<file path="config.mk">
export PLATFORM = sky130hd
export DESIGN_NAME = rfc3339_timestamp_parser_core
export DESIGN_NICKNAME = d
export VERILOG_FILES = /design/src/hdl/rtp_pkg.sv /design/src/hdl/rfc3339_timestamp_parser_core.sv /design/src/hdl/rtp_fifo.sv /design/src/hdl/rtp_front.sv /design/src/hdl/rtp_back.sv
export SDC_FILE = /design/constraint.sdc
export NUM_CORES = 2
export LEC_CHECK = 0
export BUFFER_PORTS_ARGS = -buffer_cell sky130_fd_sc_hd__buf_4
export CAP_MARGIN = 20
export CORE_ASPECT_RATIO = 0.75
export CORE_UTILIZATION = 64
export CTS_CLUSTER_SIZE = 8
export DETAILED_ROUTE_END_ITERATION = 8
export GPL_TIMING_DRIVEN = 0
export PLACE_DENSITY = 0.81
export SLEW_MARGIN = 20
export SYNTH_ARGS = -nofsm -noshare
export SYNTH_HDL_FRONTEND = slang
export SYNTH_SLANG_ARGS = --single-unit
</file>
<file path="constraint.sdc">
create_clock -name clock -period 12.4 [get_ports clock]
set_clock_uncertainty 0.05 [all_clocks]
set_input_delay 3.1 -clock clock [delete_from_list [all_inputs] [get_ports clock]]
set_output_delay 3.1 -clock clock [all_outputs]
set_load 0.01 [all_outputs]
</file>
<file path="src/hdl/rtp_pkg.sv">
// ----------------------------------------------------------------------------
// rtp_pkg: shared types and defaults for the timestamp parser
// Record passed from the character parser to the epoch converter, result
// format, and queue depth defaults.
// ----------------------------------------------------------------------------
package rtp_pkg;

   localparam int RTP_MID_DEPTH = 4;
   localparam int RTP_OUT_DEPTH = 16;

   localparam int RTP_EPOCH_W = 39;

   typedef struct packed {
      logic        ok;
      logic [13:0] year;
      logic [6:0]  month;
      logic [6:0]  day;
      logic [6:0]  hour;
      logic [6:0]  minute;
      logic [6:0]  second;
      logic        zone_neg;
      logic [6:0]  zone_hour;
      logic [6:0]  zone_minute;
   } rtp_rec_type;

   typedef struct packed {
      logic                          valid_res;
      logic signed [RTP_EPOCH_W-1:0] epoch_seconds;
   } rtp_res_type;

endpackage

</file>
<file path="src/hdl/rfc3339_timestamp_parser_core.sv">
// Each string's record passes through the conversion pipeline into the result queue.
// Throughput: a character per cycle unless full; a result per cycle for 1-char strings.
// full rises when the record queue between parser and converter fills, which happens
// only when results are not popped; the converter issues against result-queue credits.
// Reset (synchronous, active high) returns the parser to the start of a string and
// empties both queues and the conversion pipeline.
// ----------------------------------------------------------------------------
// rfc3339_timestamp_parser_core: RFC 3339 timestamp to epoch seconds
// Character parser, record queue, epoch conversion pipeline, result queue.
// ----------------------------------------------------------------------------
module rfc3339_timestamp_parser_core import rtp_pkg::*; #(
   parameter int MID_DEPTH = RTP_MID_DEPTH,
   parameter int OUT_DEPTH = RTP_OUT_DEPTH
) (
   input  logic                          clock,
   input  logic                          reset,
   input  logic                          push,
   output logic                          full,
   input  logic [7:0]                    req_char_code,
   input  logic                          req_is_last,
   output logic                          empty,
   input  logic                          pop,
   output logic                          rsp_valid_res,
   output logic signed [RTP_EPOCH_W-1:0] rsp_epoch_seconds
);

   localparam int REC_W = $bits(rtp_rec_type);
   localparam int RES_W = $bits(rtp_res_type);

   logic             rec_push, rec_pop, rec_empty, mid_full;
   rtp_rec_type      rec_in, rec_out;
   logic [REC_W-1:0] rec_out_bits;
   logic             res_push, res_taken;
   rtp_res_type      res_in, res_out;
   logic [RES_W-1:0] res_out_bits;

   assign full      = mid_full;
   assign rec_out   = rtp_rec_type'(rec_out_bits);
   assign res_out   = rtp_res_type'(res_out_bits);
   assign res_taken = pop & ~empty;

   assign rsp_valid_res     = res_out.valid_res;
   assign rsp_epoch_seconds = res_out.epoch_seconds;

   rtp_front u_front (
      .clock     (clock),
      .reset     (reset),
      .push      (push),
      .full      (mid_full),
      .char_code (req_char_code),
      .is_last   (req_is_last),
      .rec_push  (rec_push),
      .rec       (rec_in)
   );

   rtp_fifo #(
      .WIDTH (REC_W),
      .DEPTH (MID_DEPTH)
   ) u_rec_fifo (
      .clock     (clock),
      .reset     (reset),
      .push      (rec_push),
      .push_data (REC_W'(rec_in)),
      .full      (mid_full),
      .pop       (rec_pop),
      .pop_data  (rec_out_bits),
      .empty     (rec_empty)
   );

   rtp_back #(
      .OUT_DEPTH (OUT_DEPTH)
   ) u_back (
      .clock     (clock),
      .reset     (reset),
      .rec_empty (rec_empty),
      .rec       (rec_out),
      .rec_pop   (rec_pop),
      .res_taken (res_taken),
      .res_push  (res_push),
      .res       (res_in)
   );

   rtp_fifo #(
      .WIDTH (RES_W),
      .DEPTH (OUT_DEPTH)
   ) u_res_fifo (
      .clock     (clock),
      .reset     (reset),
      .push      (res_push),
      .push_data (RES_W'(res_in)),
      .full      (),
      .pop       (pop),
      .pop_data  (res_out_bits),
      .empty     (empty)
   );

endmodule

</file>
<file path="src/hdl/rtp_fifo.sv">
// ----------------------------------------------------------------------------
// rtp_fifo: small register queue
// Push/pop queue with count-based full and empty; head entry read directly.
// ----------------------------------------------------------------------------
module rtp_fifo #(
   parameter int WIDTH = 8,
   parameter int DEPTH = 4
) (
   input  logic             clock,
   input  logic             reset,
   input  logic             push,
   input  logic [WIDTH-1:0] push_data,
   output logic             full,
   input  logic             pop,
   output logic [WIDTH-1:0] pop_data,
   output logic             empty
);

   localparam int AW = (DEPTH > 1) ? $clog2(DEPTH) : 1;
   localparam int CW = $clog2(DEPTH + 1);

   logic [WIDTH-1:0] mem_ff [DEPTH];
   logic [AW-1:0]    wr_ff, wr_in, rd_ff, rd_in;
   logic [CW-1:0]    count_ff, count_in;
   logic             do_push, do_pop;

   assign full     = (count_ff == CW'(DEPTH));
   assign empty    = (count_ff == '0);
   assign do_push  = push & ~full;
   assign do_pop   = pop & ~empty;
   assign pop_data = mem_ff[rd_ff];

   always_comb begin
      wr_in    = wr_ff;
      rd_in    = rd_ff;
      count_in = count_ff + CW'(do_push) - CW'(do_pop);
      if (do_push) begin
         wr_in = (wr_ff == AW'(DEPTH - 1)) ? '0 : wr_ff + AW'(1);
      end
      if (do_pop) begin
         rd_in = (rd_ff == AW'(DEPTH - 1)) ? '0 : rd_ff + AW'(1);
      end
   end

   always_ff @(posedge clock) begin
      if (reset) begin
         wr_ff    <= '0;
         rd_ff    <= '0;
         count_ff <= '0;
      end else begin
         wr_ff    <= wr_in;
         rd_ff    <= rd_in;
         count_ff <= count_in;
      end
   end

   always_ff @(posedge clock) begin
      if (do_push) begin
         mem_ff[wr_ff] <= push_data;
      end
   end

endmodule

</file>
<file path="src/hdl/rtp_front.sv">
// ----------------------------------------------------------------------------
// rtp_front: character parser
// Walks the fixed timestamp layout one character per transfer, accumulates
// the decimal fields and emits one record on the final character.
// ----------------------------------------------------------------------------
module rtp_front import rtp_pkg::*; (
   input  logic        clock,
   input  logic        reset,
   input  logic        push,
   input  logic        full,
   input  logic [7:0]  char_code,
   input  logic        is_last,
   output logic        rec_push,
   output rtp_rec_type rec
);

   localparam logic [4:0] PH_YEAR0      = 5'd0;
   localparam logic [4:0] PH_YEAR3      = 5'd3;
   localparam logic [4:0] PH_MON_DASH   = 5'd4;
   localparam logic [4:0] PH_MON0       = 5'd5;
   localparam logic [4:0] PH_MON1       = 5'd6;
   localparam logic [4:0] PH_DAY_DASH   = 5'd7;
   localparam logic [4:0] PH_DAY0       = 5'd8;
   localparam logic [4:0] PH_DAY1       = 5'd9;
   localparam logic [4:0] PH_T          = 5'd10;
   localparam logic [4:0] PH_HOUR0      = 5'd11;
   localparam logic [4:0] PH_HOUR1      = 5'd12;
   localparam logic [4:0] PH_MIN_COLON  = 5'd13;
   localparam logic [4:0] PH_MIN0       = 5'd14;
   localparam logic [4:0] PH_MIN1       = 5'd15;
   localparam logic [4:0] PH_SEC_COLON  = 5'd16;
   localparam logic [4:0] PH_SEC0       = 5'd17;
   localparam logic [4:0] PH_SEC1       = 5'd18;
   localparam logic [4:0] PH_SEC_END    = 5'd19;
   localparam logic [4:0] PH_FRAC_FIRST = 5'd20;
   localparam logic [4:0] PH_FRAC_MORE  = 5'd21;
   localparam logic [4:0] PH_ZH0        = 5'd22;
   localparam logic [4:0] PH_ZH1        = 5'd23;
   localparam logic [4:0] PH_ZCOLON     = 5'd24;
   localparam logic [4:0] PH_ZM0        = 5'd25;
   localparam logic [4:0] PH_ZM1        = 5'd26;
   localparam logic [4:0] PH_DONE       = 5'd27;

   localparam logic [7:0] CH_DASH  = 8'h2D;
   localparam logic [7:0] CH_COLON = 8'h3A;
   localparam logic [7:0] CH_DOT   = 8'h2E;
   localparam logic [7:0] CH_PLUS  = 8'h2B;
   localparam logic [7:0] CH_ZERO  = 8'h30;
   localparam logic [7:0] CH_NINE  = 8'h39;
   localparam logic [7:0] CH_T_UP  = 8'h54;
   localparam logic [7:0] CH_T_LO  = 8'h74;
   localparam logic [7:0] CH_Z_UP  = 8'h5A;
   localparam logic [7:0] CH_Z_LO  = 8'h7A;

   function automatic logic [13:0] acc14(input logic [13:0] a, input logic [3:0] d);
      logic [17:0] t;
      t = 18'(a) * 18'd10 + 18'(d);
      return t[13:0];
   endfunction

   function automatic logic [6:0] acc7(input logic [6:0] a, input logic [3:0] d);
      logic [10:0] t;
      t = 11'(a) * 11'd10 + 11'(d);
      return t[6:0];
   endfunction

   logic [4:0]  phase_ff, phase_in;
   logic [13:0] year_ff, year_in;
   logic [6:0]  month_ff, month_in, day_ff, day_in, hour_ff, hour_in;
   logic [6:0]  minute_ff, minute_in, second_ff, second_in;
   logic [6:0]  zh_ff, zh_in, zm_ff, zm_in;
   logic        neg_ff, neg_in, err_ff, err_in;

   logic        accept, digit;
   logic [3:0]  dv;
   logic [4:0]  ph_next, zs_phase;
   logic        zs_neg, zs_err;

   assign accept  = push & ~full;
   assign digit   = (char_code >= CH_ZERO) && (char_code <= CH_NINE);
   assign dv      = char_code[3:0];
   assign ph_next = phase_ff + 5'd1;

   always_comb begin
      zs_phase = phase_ff;
      zs_neg   = neg_ff;
      zs_err   = 1'b0;
      if (char_code == CH_Z_UP || char_code == CH_Z_LO) begin
         zs_phase = PH_DONE;
      end else if (char_code == CH_PLUS || char_code == CH_DASH) begin
         zs_phase = PH_ZH0;
         zs_neg   = (char_code == CH_DASH);
      end else begin
         zs_err = 1'b1;
      end
   end

   always_comb begin
      phase_in  = phase_ff;
      year_in   = year_ff;
      month_in  = month_ff;
      day_in    = day_ff;
      hour_in   = hour_ff;
      minute_in = minute_ff;
      second_in = second_ff;
      zh_in     = zh_ff;
      zm_in     = zm_ff;
      neg_in    = neg_ff;
      err_in    = err_ff;
      if (!err_ff) begin
         case (phase_ff) inside
            [PH_YEAR0:PH_YEAR3]: begin
               if (digit) begin
                  year_in  = acc14(year_ff, dv);
                  phase_in = ph_next;
               end else err_in = 1'b1;
            end
            PH_MON0, PH_MON1: begin
               if (digit) begin
                  month_in = acc7(month_ff, dv);
                  phase_in = ph_next;
               end else err_in = 1'b1;
            end
            PH_DAY0, PH_DAY1: begin
               if (digit) begin
                  day_in   = acc7(day_ff, dv);
                  phase_in = ph_next;
               end else err_in = 1'b1;
            end
            PH_HOUR0, PH_HOUR1: begin
               if (digit) begin
                  hour_in  = acc7(hour_ff, dv);
                  phase_in = ph_next;
               end else err_in = 1'b1;
            end
            PH_MIN0, PH_MIN1: begin
               if (digit) begin
                  minute_in = acc7(minute_ff, dv);
                  phase_in  = ph_next;
               end else err_in = 1'b1;
            end
            PH_SEC0, PH_SEC1: begin
               if (digit) begin
                  second_in = acc7(second_ff, dv);
                  phase_in  = ph_next;
               end else err_in = 1'b1;
            end
            PH_MON_DASH, PH_DAY_DASH: begin
               if (char_code == CH_DASH) phase_in = ph_next;
               else err_in = 1'b1;
            end
            PH_T: begin
               if (char_code == CH_T_UP || char_code == CH_T_LO) phase_in = ph_next;
               else err_in = 1'b1;
            end
            PH_MIN_COLON, PH_SEC_COLON, PH_ZCOLON: begin
               if (char_code == CH_COLON) phase_in = ph_next;
               else err_in = 1'b1;
            end
            PH_SEC_END: begin
               if (char_code == CH_DOT) begin
                  phase_in = PH_FRAC_FIRST;
               end else begin
                  phase_in = zs_phase;
                  neg_in   = zs_neg;
                  err_in   = zs_err;
               end
            end
            PH_FRAC_FIRST: begin
               if (digit) phase_in = PH_FRAC_MORE;
               else err_in = 1'b1;
            end
            PH_FRAC_MORE: begin
               if (!digit) begin
                  phase_in = zs_phase;
                  neg_in   = zs_neg;
                  err_in   = zs_err;
               end
            end
            PH_ZH0, PH_ZH1: begin
               if (digit) begin
                  zh_in    = acc7(zh_ff, dv);
                  phase_in = ph_next;
               end else err_in = 1'b1;
            end
            PH_ZM0, PH_ZM1: begin
               if (digit) begin
                  zm_in    = acc7(zm_ff, dv);
                  phase_in = ph_next;
               end else err_in = 1'b1;
            end
            default: err_in = 1'b1;
         endcase
      end
   end

   assign rec_push        = accept & is_last;
   assign rec.ok          = ~err_in && (phase_in == PH_DONE);
   assign rec.year        = year_in;
   assign rec.month       = month_in;
   assign rec.day         = day_in;
   assign rec.hour        = hour_in;
   assign rec.minute      = minute_in;
   assign rec.second      = second_in;
   assign rec.zone_neg    = neg_in;
   assign rec.zone_hour   = zh_in;
   assign rec.zone_minute = zm_in;

   always_ff @(posedge clock) begin
      if (reset || (accept && is_last)) begin
         phase_ff  <= PH_YEAR0;
         year_ff   <= '0;
         month_ff  <= '0;
         day_ff    <= '0;
         hour_ff   <= '0;
         minute_ff <= '0;
         second_ff <= '0;
         zh_ff     <= '0;
         zm_ff     <= '0;
         neg_ff    <= 1'b0;
         err_ff    <= 1'b0;
      end else if (accept) begin
         phase_ff  <= phase_in;
         year_ff   <= year_in;
         month_ff  <= month_in;
         day_ff    <= day_in;
         hour_ff   <= hour_in;
         minute_ff <= minute_in;
         second_ff <= second_in;
         zh_ff     <= zh_in;
         zm_ff     <= zm_in;
         neg_ff    <= neg_in;
         err_ff    <= err_in;
      end
   end

endmodule

</file>
<file path="src/hdl/rtp_back.sv">
// ----------------------------------------------------------------------------
// rtp_back: epoch converter
// Six-stage pipeline: range checks, leap year, era split, day of era,
// day count, scaling to seconds and zone correction. Issue is gated by
// credits for the result queue, so the pipeline never stalls.
// ----------------------------------------------------------------------------
module rtp_back import rtp_pkg::*; #(
   parameter int OUT_DEPTH = RTP_OUT_DEPTH
) (
   input  logic        clock,
   input  logic        reset,
   input  logic        rec_empty,
   input  rtp_rec_type rec,
   output logic        rec_pop,
   input  logic        res_taken,
   output logic        res_push,
   output rtp_res_type res
);

   localparam int CRW = $clog2(OUT_DEPTH + 1);

   function automatic logic [8:0] days_before(input logic [3:0] mp);
      logic [8:0] r;
      unique case (mp)
         4'd0:    r = 9'd0;
         4'd1:    r = 9'd31;
         4'd2:    r = 9'd61;
         4'd3:    r = 9'd92;
         4'd4:    r = 9'd122;
         4'd5:    r = 9'd153;
         4'd6:    r = 9'd184;
         4'd7:    r = 9'd214;
         4'd8:    r = 9'd245;
         4'd9:    r = 9'd275;
         4'd10:   r = 9'd306;
         4'd11:   r = 9'd337;
         default: r = 9'd0;
      endcase
      return r;
   endfunction

   function automatic logic [4:0] month_len(input logic [3:0] m, input logic leap);
      logic [4:0] r;
      unique case (m) inside
         4'd2:                   r = leap ? 5'd29 : 5'd28;
         4'd4, 4'd6, 4'd9, 4'd11: r = 5'd30;
         default:                r = 5'd31;
      endcase
      return r;
   endfunction

   logic [CRW-1:0] credit_ff, credit_in;

   // stage 1
   logic               s1_v_ff, s1_ok_ff, s1_neg_ff;
   logic [13:0]        s1_year_ff, s1_yy_ff;
   logic [3:0]         s1_month_ff;
   logic [4:0]         s1_day_ff;
   logic [8:0]         s1_q25_ff, s1_doy_ff;
   logic [16:0]        s1_hms_ff, s1_off_ff;
   // stage 2
   logic               s2_v_ff, s2_ok_ff;
   logic [13:0]        s2_yy_ff;
   logic [4:0]         s2_era_ff;
   logic [8:0]         s2_doy_ff;
   logic signed [18:0] s2_tod_ff;
   // stage 3
   logic               s3_v_ff, s3_ok_ff;
   logic [4:0]         s3_era_ff;
   logic [8:0]         s3_yoe_ff, s3_doy_ff;
   logic signed [18:0] s3_tod_ff;
   // stage 4
   logic               s4_v_ff, s4_ok_ff;
   logic [4:0]         s4_era_ff;
   logic [17:0]        s4_doe_ff;
   logic signed [18:0] s4_tod_ff;
   // stage 5
   logic               s5_v_ff, s5_ok_ff;
   logic signed [23:0] s5_days_ff;
   logic signed [18:0] s5_tod_ff;
   // stage 6
   logic               s6_v_ff, s6_ok_ff;
   logic signed [38:0] s6_prod_ff;
   logic signed [18:0] s6_tod_ff;

   logic               ok1;
   logic [3:0]         mp;
   logic [25:0]        p25;
   logic [13:0]        yy;
   logic [27:0]        pera;
   logic               div25, leap;
   logic signed [18:0] hs, os;
   logic [1:0]         c100;
   logic [22:0]        dsum;
   logic signed [38:0] secs;

   assign rec_pop   = ~rec_empty && (credit_ff < CRW'(OUT_DEPTH));
   assign credit_in = credit_ff + CRW'(rec_pop) - CRW'(res_taken);

   always_comb begin
      ok1 = rec.ok && (rec.month >= 7'd1) && (rec.month <= 7'd12) &&
            (rec.day >= 7'd1) && (rec.day <= 7'd31) && (rec.hour <= 7'd23) &&
            (rec.minute <= 7'd59) && (rec.second <= 7'd60) &&
            (rec.zone_hour <= 7'd23) && (rec.zone_minute <= 7'd59);
      mp   = (rec.month > 7'd2) ? rec.month[3:0] - 4'd3 : rec.month[3:0] + 4'd9;
      p25  = 26'(rec.year) * 26'd5243;
      yy   = rec.year + 14'd400 - ((rec.month <= 7'd2) ? 14'd1 : 14'd0);
      pera = 28'(s1_yy_ff) * 28'd10486;
      div25 = ((14'(s1_q25_ff) * 14'd25) == s1_year_ff);
      leap  = (s1_year_ff[1:0] == 2'd0) && (!div25 || (s1_year_ff[3:0] == 4'd0));
      hs = $signed({2'b00, s1_hms_ff});
      os = $signed({2'b00, s1_off_ff});
      if (s3_yoe_ff >= 9'd300)      c100 = 2'd3;
      else if (s3_yoe_ff >= 9'd200) c100 = 2'd2;
      else if (s3_yoe_ff >= 9'd100) c100 = 2'd1;
      else                          c100 = 2'd0;
      dsum = 23'(s4_era_ff) * 23'd146097 + 23'(s4_doe_ff);
      secs = s6_prod_ff + 39'(s6_tod_ff);
   end

   assign res_push          = s6_v_ff;
   assign res.valid_res     = s6_ok_ff;
   assign res.epoch_seconds = s6_ok_ff ? secs : '0;

   always_ff @(posedge clock) begin
      if (reset) begin
         credit_ff <= '0;
         s1_v_ff   <= 1'b0;
         s2_v_ff   <= 1'b0;
         s3_v_ff   <= 1'b0;
         s4_v_ff   <= 1'b0;
         s5_v_ff   <= 1'b0;
         s6_v_ff   <= 1'b0;
      end else begin
         credit_ff <= credit_in;
         s1_v_ff   <= rec_pop;
         s2_v_ff   <= s1_v_ff;
         s3_v_ff   <= s2_v_ff;
         s4_v_ff   <= s3_v_ff;
         s5_v_ff   <= s4_v_ff;
         s6_v_ff   <= s5_v_ff;
      end
   end

   always_ff @(posedge clock) begin
      s1_ok_ff    <= ok1;
      s1_neg_ff   <= rec.zone_neg;
      s1_year_ff  <= rec.year;
      s1_yy_ff    <= yy;
      s1_month_ff <= rec.month[3:0];
      s1_day_ff   <= rec.day[4:0];
      s1_q25_ff   <= p25[25:17];
      s1_doy_ff   <= days_before(mp) + 9'(rec.day[4:0]) - 9'd1;
      s1_hms_ff   <= 17'(rec.hour) * 17'd3600 + 17'(rec.minute) * 17'd60 +
                     17'(rec.second);
      s1_off_ff   <= 17'(rec.zone_hour) * 17'd3600 + 17'(rec.zone_minute) * 17'd60;

      s2_ok_ff  <= s1_ok_ff && (s1_day_ff <= month_len(s1_month_ff, leap));
      s2_yy_ff  <= s1_yy_ff;
      s2_era_ff <= pera[26:22];
      s2_doy_ff <= s1_doy_ff;
      s2_tod_ff <= s1_neg_ff ? hs + os : hs - os;

      s3_ok_ff  <= s2_ok_ff;
      s3_era_ff <= s2_era_ff;
      s3_yoe_ff <= 9'(s2_yy_ff - 14'(s2_era_ff) * 14'd400);
      s3_doy_ff <= s2_doy_ff;
      s3_tod_ff <= s2_tod_ff;

      s4_ok_ff  <= s3_ok_ff;
      s4_era_ff <= s3_era_ff;
      s4_doe_ff <= 18'(s3_yoe_ff) * 18'd365 + 18'(s3_yoe_ff[8:2]) - 18'(c100) +
                   18'(s3_doy_ff);
      s4_tod_ff <= s3_tod_ff;

      s5_ok_ff   <= s4_ok_ff;
      s5_days_ff <= $signed({1'b0, dsum}) - 24'sd865565;
      s5_tod_ff  <= s4_tod_ff;

      s6_ok_ff   <= s5_ok_ff;
      s6_prod_ff <= 39'(s5_days_ff) * 39'sd86400;
      s6_tod_ff  <= s5_tod_ff;
   end

endmodule

</file>
Word-level counts from Yosys, hierarchy flattened
Memories as Yosys holds them, arrays and structs flattened. A register that Yosys moved wholly into a read port is not among the register bits.
Cells that the tools add are included.
Widths: inputs -> output; s select.
{"block": "word_totals", "ramBits": 900, "mem_count": 3, "ff_bits": 417, "wordCells": 373, "inputBits": 13, "romBits": 144}
{"name": "u_res_fifo.mem_ff", "words": 16, "width": 40, "read_ports": 1, "rd_clocked_by_memory_dff": 1, "wr": 1, "line_no": "rtp_fifo.sv:22", "rtl": "logic [WIDTH-1:0] mem_ff [DEPTH];"}
{"name": "u_rec_fifo.mem_ff", "words": 4, "width": 65, "read_ports": 1, "rd_clocked_by_memory_dff": 1, "wr": 1, "line_no": "rtp_fifo.sv:22"}
{"name": "(no name shown)", "words": 16, "width": 9, "read_ports": 1, "rd_clocked_by_memory_dff": 0, "wr": 0, "line_no": "rtp_back.sv:24", "rtl": "unique case (mp)"}
{"block": "classes", "n_lt_le_gt_ge": 20, "n_mux": 149, "multipliers": 19, "bitwise": 11, "eq_ne": 44, "addsub": 37, "n_reduce_logical": 36}
{"cell": "$mux 7", "n": 61}
{"cell": "$mux 5", "n": 24}
{"cell": "$eq 5x5->1 const B", "n": 13}
{"cell": "$mul 14x13->26 const B", "n": 2}
{"cell": "$add 7x4->7", "n": 7}
{"cell": "$mul 7x3->6 const B", "n": 7}
{"cell": "$mux 1", "n": 47}
{"cell": "$mux 14", "n": 3}
{"cell": "$eq 5x4->1 const B", "n": 8}
{"cell": "$add 39x19->39", "n": 1}
{"cell": "$mux 39", "n": 1}
{"cell": "$add 17x13->17", "n": 2}
{"cell": "$eq 8x6->1 const B", "n": 4}
{"cell": "$eq 8x7->1 const B", "n": 4}
{"cell": "$mul 24x11->32 const B", "n": 1}
{"cell": "$mul 7x8->13 const B", "n": 2}
{"cell": "$sub 23x20->24 const B", "n": 1}
{"cell": "$add 23x18->23", "n": 1}
{"cell": "$mul 5x18->23 const B", "n": 1}
{"cell": "$mul 7x4->11 const B", "n": 2}
{"cell": "$le 7x5->1 const B", "n": 3}
{"cell": "$le 7x6->1 const B", "n": 3}
{"cell": "$eq 5x3->1 const B", "n": 4}
{"cell": "$mux 4", "n": 5}
{"cell": "other kinds (59)", "n": 109}

Longest topological paths before layout
{"block": "depth", "ltp_word": 20, "mapped_depth": 28, "depth_no_buf": 28}

Cells and area by module
Synthesis repeated with hierarchy kept, for this count alone.
{"block": "unflattened", "hier_cells": 5533, "area_unflattened_um2": 73525.5}
{"mod": "rtp_back", "seq_area_each_um2": 6506.2, "cells_each": 3193, "n_inst": 1, "area_each_um2": 31412.6}
{"mod": "rtp_fifo (u_res_fifo)", "seq_area_each_um2": 19558.8, "cells_each": 1082, "n_inst": 1, "area_each_um2": 25155.4}
{"mod": "rtp_fifo (u_rec_fifo)", "seq_area_each_um2": 7987.7, "cells_each": 389, "n_inst": 1, "area_each_um2": 9843.2}
{"mod": "rtp_front", "seq_area_each_um2": 1401.3, "cells_each": 868, "n_inst": 1, "area_each_um2": 7100.6}
{"mod": "rfc3339_timestamp_parser_core", "seq_area_each_um2": 0.0, "cells_each": 1, "n_inst": 1, "area_each_um2": 13.8}

Worst setup path after synthesis
OpenSTA, ideal clock, no wires.
{"block": "synth_path", "path_kind": "flip-flop to flip-flop", "start": "register (tool-made name)", "end": "register u_back.s1_q25_ff[8]", "t_arrival_ps": 6756, "n_path_buf": 4, "period_less_slack_ps": 6878, "setup_time_ps": 72, "setup_slack_ps": 5522, "path_stages_with_launch": 24, "required_ps": 12278, "cell_sequence": "dfxtp_1 buf_2 buf_2 clkbuf_1 buf_2 mux4_2 fa_1 ha_1 fa_1 inv_1 fa_1 inv_1 fa_1 ha_1 a21oi_1 nor2b_1 a2111oi_0 o21ai_1 a41o_1 o41ai_2 o21ai_0 o21a_1 nor2_1 xnor2_1"}
{"item": "end signal: assignment", "line_no": "rtp_back.sv:152", "rtl": "s1_q25_ff <= p25[25:17];"}
{"item": "end: declaration", "line_no": "rtp_back.sv:59", "rtl": "logic [8:0] s1_q25_ff, s1_doy_ff;"}

==> results.json <==
{
  "outcome": "complete, no violations",
  "top_usage_layer": "met2",
  "synth_edf_count": 900,
  "final_common_cell": "edfxtp_1",
  "overflow": 0,
  "fin_crit_ns": 8.76,
  "vias": 44193,
  "ioPinCount": 55,
  "max-cap-violations": 0,
  "cts_tree": "yes",
  "holdBufCountCts": 0,
  "worstMarginPinSlew_ns": 1.29,
  "drt_iter0_markers": 3881,
  "ys_types": 89,
  "grt_pass1_wl_um": 262000,
  "synth-compound-area-share_pct": 5.94,
  "layout-drive-gt1-share_pct": 11.7,
  "avgSynthCellArea_um2": 13.3,
  "final_cell_mix": "edfxtp_1 (900), inv_1 (820), ha_1 (773)",
  "gr-usage-all-layers_pct": 30.1,
  "synth_simple_gate_area_share_pct": 5.03,
  "ant_nets": 0,
  "grtUsageMet1_pct": 37.8,
  "synthArstFlopShare_pct": 0,
  "crit_chain": "buf_2 -> buf_1 -> clkbuf_1 -> clkbuf_1 -> mux4_2 -> fa_1 -> ha_1 -> inv_1 -> fa_1 -> fa_1 -> inv_1 -> fa_1 -> ha_1 -> a21oi_1 -> nor2b_1 -> a2111oi_0 -> o21ai_1 -> a41o_1 -> o41ai_2 -> o21ai_0 -> o21a_1 -> nor2_1 -> xnor2_1",
  "multi_input_area_mm2": 0.0336,
  "routabilityCongestion": 0.888,
  "slowest_delay_ns": 0.74,
  "maxSlewHeadroom_pct": 13.7,
  "path_class": "reg -> reg",
  "syn-instance-count": 5437,
  "critical-path-slowest-cell": "clkbuf_1",
  "die-area_mm2": 0.115,
  "syn_area_mm2": 0.0724,
  "yosys_most_used_dff": "edfxtp_1",
  "gr-usage-met2_pct": 51.6,
  "drc": 0,
  "rsz0062_at_grt": "false",
  "cts_made_buffers": 183,
  "clkTransAtPathRegs_ns": 0.05,
  "fp.dieH_um": 293,
  "slew_viol_final": 0,
  "via_per_inst": 6.02,
  "crit_fanout": 10,
  "ys_ff_latch": 1321,
  "final_nets": 6843,
  "dp.final_hpwl_um": 113000,
  "synth-adder-area-share_pct": 22.3,
  "clk_latency_ns": 0.81,
  "finalSetupTns_ns": 0,
  "grt_pass1_vias": 45678,
  "cp_common_cell": "fa_1",
  "wl_um": 169000,
  "seq_area_mm2": 0.0355,
  "die_w_um": 390,
  "syn-num-nets": 6548,
  "seq_area_frac_synth_pct": 48.9,
  "rows": 106,
  "holdCritPathClass": "reg -> reg",
  "arrival_ns": 9.43,
  "clk_path_buf_depth": 3,
  "start_util_pct": 64.8,
  "synth_top_family_by_area": "adder cells",
  "synth_mux_area_share_pct": 8.88,
  "fmax_mhz": 114,
  "grt_max_degree": 46,
  "post_cts_buffers": 0,
  "fillCellCount": 6917,
  "firstDrtPassIters": 6,
  "grt_use_met3_pct": 5.51,
  "avgRoutedWirePerCell_um": 23.0,
  "cp.required_ns": 13.07,
  "synth-xor-area-share_pct": 3.96,
  "critPathCaptureType": "flip-flop",
  "htreeDepth": 4,
  "cts_resized": 0,
  "antenna_found_initial": 2,
  "hold_viol_final": 0,
  "finalCritPeriodShare_pct": 70.6,
  "core_mm2": 0.112,
  "ys_warn_count": 0,
  "critical_path_buf_inv_count": 6,
  "cp-start-kind": "flip-flop",
  "path_delay_family": "buffers and inverters",
  "synthToLayoutAreaGrowth_pct": 12.0,
  "cts_root_buf": "clkbuf_16",
  "setup_violations": 0,
  "clock_sinks": 1321,
  "port_buffers": 54
}
## registers in the layout, summed over array words and instances, names as in the netlist, 14 cells and up, named ones only
signal and count:
u_back.s5_tod_ff 19, u_back.s5_days_ff 24, u_front.year_ff 14, u_res_fifo.mem_ff 640
u_back.s2_tod_ff 19, u_back.s3_tod_ff 19, u_back.s1_year_ff 14, u_back.s1_hms_ff 17
u_back.s4_doe_ff 18, u_rec_fifo.mem_ff 260, u_back.s6_prod_ff 32, u_back.s6_tod_ff 19
u_back.s1_off_ff 15, u_back.s4_tod_ff 19, u_back.s1_yy_ff 14
## cells in the mapped netlist (5+ instances only)
| master | n | area, um2 |
|---|---|---|
| ha_1 | 773 | 9670 |
| o21bai_1 | 41 | 308 |
| o41ai_1 | 5 | 43.8 |
| a2111oi_0 | 9 | 78.8 |
| nand3_1 | 39 | 195 |
| o31ai_1 | 8 | 60.1 |
| o211ai_1 | 8 | 60.1 |
| nor2_1 | 228 | 856 |
| a211oi_1 | 20 | 150 |
| a21o_1 | 75 | 563 |
| inv_1 | 820 | 3080 |
| a21oi_1 | 247 | 1240 |
| dfxtp_1 | 421 | 8430 |
| o21ai_0 | 122 | 611 |
| o21ai_1 | 7 | 35.0 |
| a21boi_0 | 5 | 37.5 |
| a41oi_1 | 6 | 52.6 |
| and2_1 | 42 | 263 |
| a31oi_1 | 14 | 87.6 |
| o2111ai_1 | 5 | 43.8 |
| nor4_1 | 9 | 56.3 |
| nor3b_1 | 14 | 105 |
| xor2_1 | 91 | 797 |
| nand3b_1 | 8 | 60.1 |
| nor2b_1 | 47 | 294 |
| o21a_1 | 34 | 255 |
| o22ai_1 | 7 | 43.8 |
| buf_2 | 15 | 75.1 |
| mux2_2 | 38 | 428 |
| nand4_1 | 15 | 93.8 |
| mux2i_1 | 17 | 170 |
| and3_1 | 22 | 138 |
| or3_1 | 13 | 81.3 |
| xnor2_1 | 234 | 2050 |
| mux4_2 | 259 | 5830 |
| nor3_1 | 69 | 345 |
| a211o_1 | 5 | 43.8 |
| or2_2 | 5 | 31.3 |
| buf_1 | 20 | 75.1 |
| nand2_1 | 201 | 754 |
| nand2b_1 | 24 | 150 |
| fa_1 | 325 | 6510 |
| clkbuf_1 | 87 | 327 |
| edfxtp_1 | 900 | 27000 |
## final timing paths
check	start	to	slack, ns	cells after the start
worst min register to register	u_back.s3_tod_ff[15]$_DFF_P_	u_back.s4_tod_ff[15]$_DFF_P_	0.24	0
worst min-delay path	u_back.s3_tod_ff[15]$_DFF_P_	u_back.s4_tod_ff[15]$_DFF_P_	0.24	0
worst max register to register	flip-flop	u_back.s1_q25_ff[8]$_DFF_P_	3.64	23
worst max-delay path	flip-flop	u_back.s1_q25_ff[8]$_DFF_P_	3.64	23
## per-stage QoR
| step | util (%) | std cells | hold WS, ns | worst slack (ns) | area (um2) |
|---|---|---|---|---|---|
| floorplan | - | 5437 | 0.260 | 5.52 | 72400 |
| global placement | 66.8 | 7003 | 0.260 | 4.00 | 74700 |
| detailed placement | 67.8 | 7056 | 0.262 | 3.88 | 75800 |
| CTS | 72.5 | 7332 | 0.254 | 3.70 | 81100 |
| global route | 72.6 | 7335 | 0.250 | 3.12 | 81100 |
| finish | 72.6 | 7336 | 0.243 | 3.64 | 81100 |
## kinds of logic after synthesis
family                   Yosys count
AO/OA/AOI/OAI                    677
XOR/XNOR                         326
adder cells (fa/ha/maj)         1098
buffers and inverters            942
flip-flops                      1321
multiplexers                     314
AND/OR/NAND/NOR                  759
## area by class of cell
class	instances	area share [%]
inverters	820	3.79
clock inverters	14	0.413
diodes	1	0.00308
flip-flops and latches	1321	43.7
repair buffers	110	1.74
well taps	1512	2.33
multi-input cells	3174	41.4
clock buffers	262	6.06
plain buffers	122	0.608
## per-layer routing
metal  vias up  routed length [um]
met2      2212               83800
met1     21737               64900
li1      19783                   -
met5         -                   0
met4         0                6680
met3       461               13300
## worst register-to-register path: stages (launching register included)
cell,delay [ns]
dfxtp_1,0.48
buf_2,0.41
buf_1,0.72
clkbuf_1,0.74
clkbuf_1,0.72
mux4_2,0.59
fa_1,0.51
ha_1,0.31
inv_1,0.06
fa_1,0.47
fa_1,0.57
inv_1,0.07
fa_1,0.47
ha_1,0.33
a21oi_1,0.15
nor2b_1,0.05
a2111oi_0,0.37
o21ai_1,0.16
a41o_1,0.32
o41ai_2,0.37
o21ai_0,0.26
o21a_1,0.23
nor2_1,0.12
xnor2_1,0.13
Power is not shown: default switching activity piles up to over one toggle a cycle in this logic, so the estimate is an artifact.
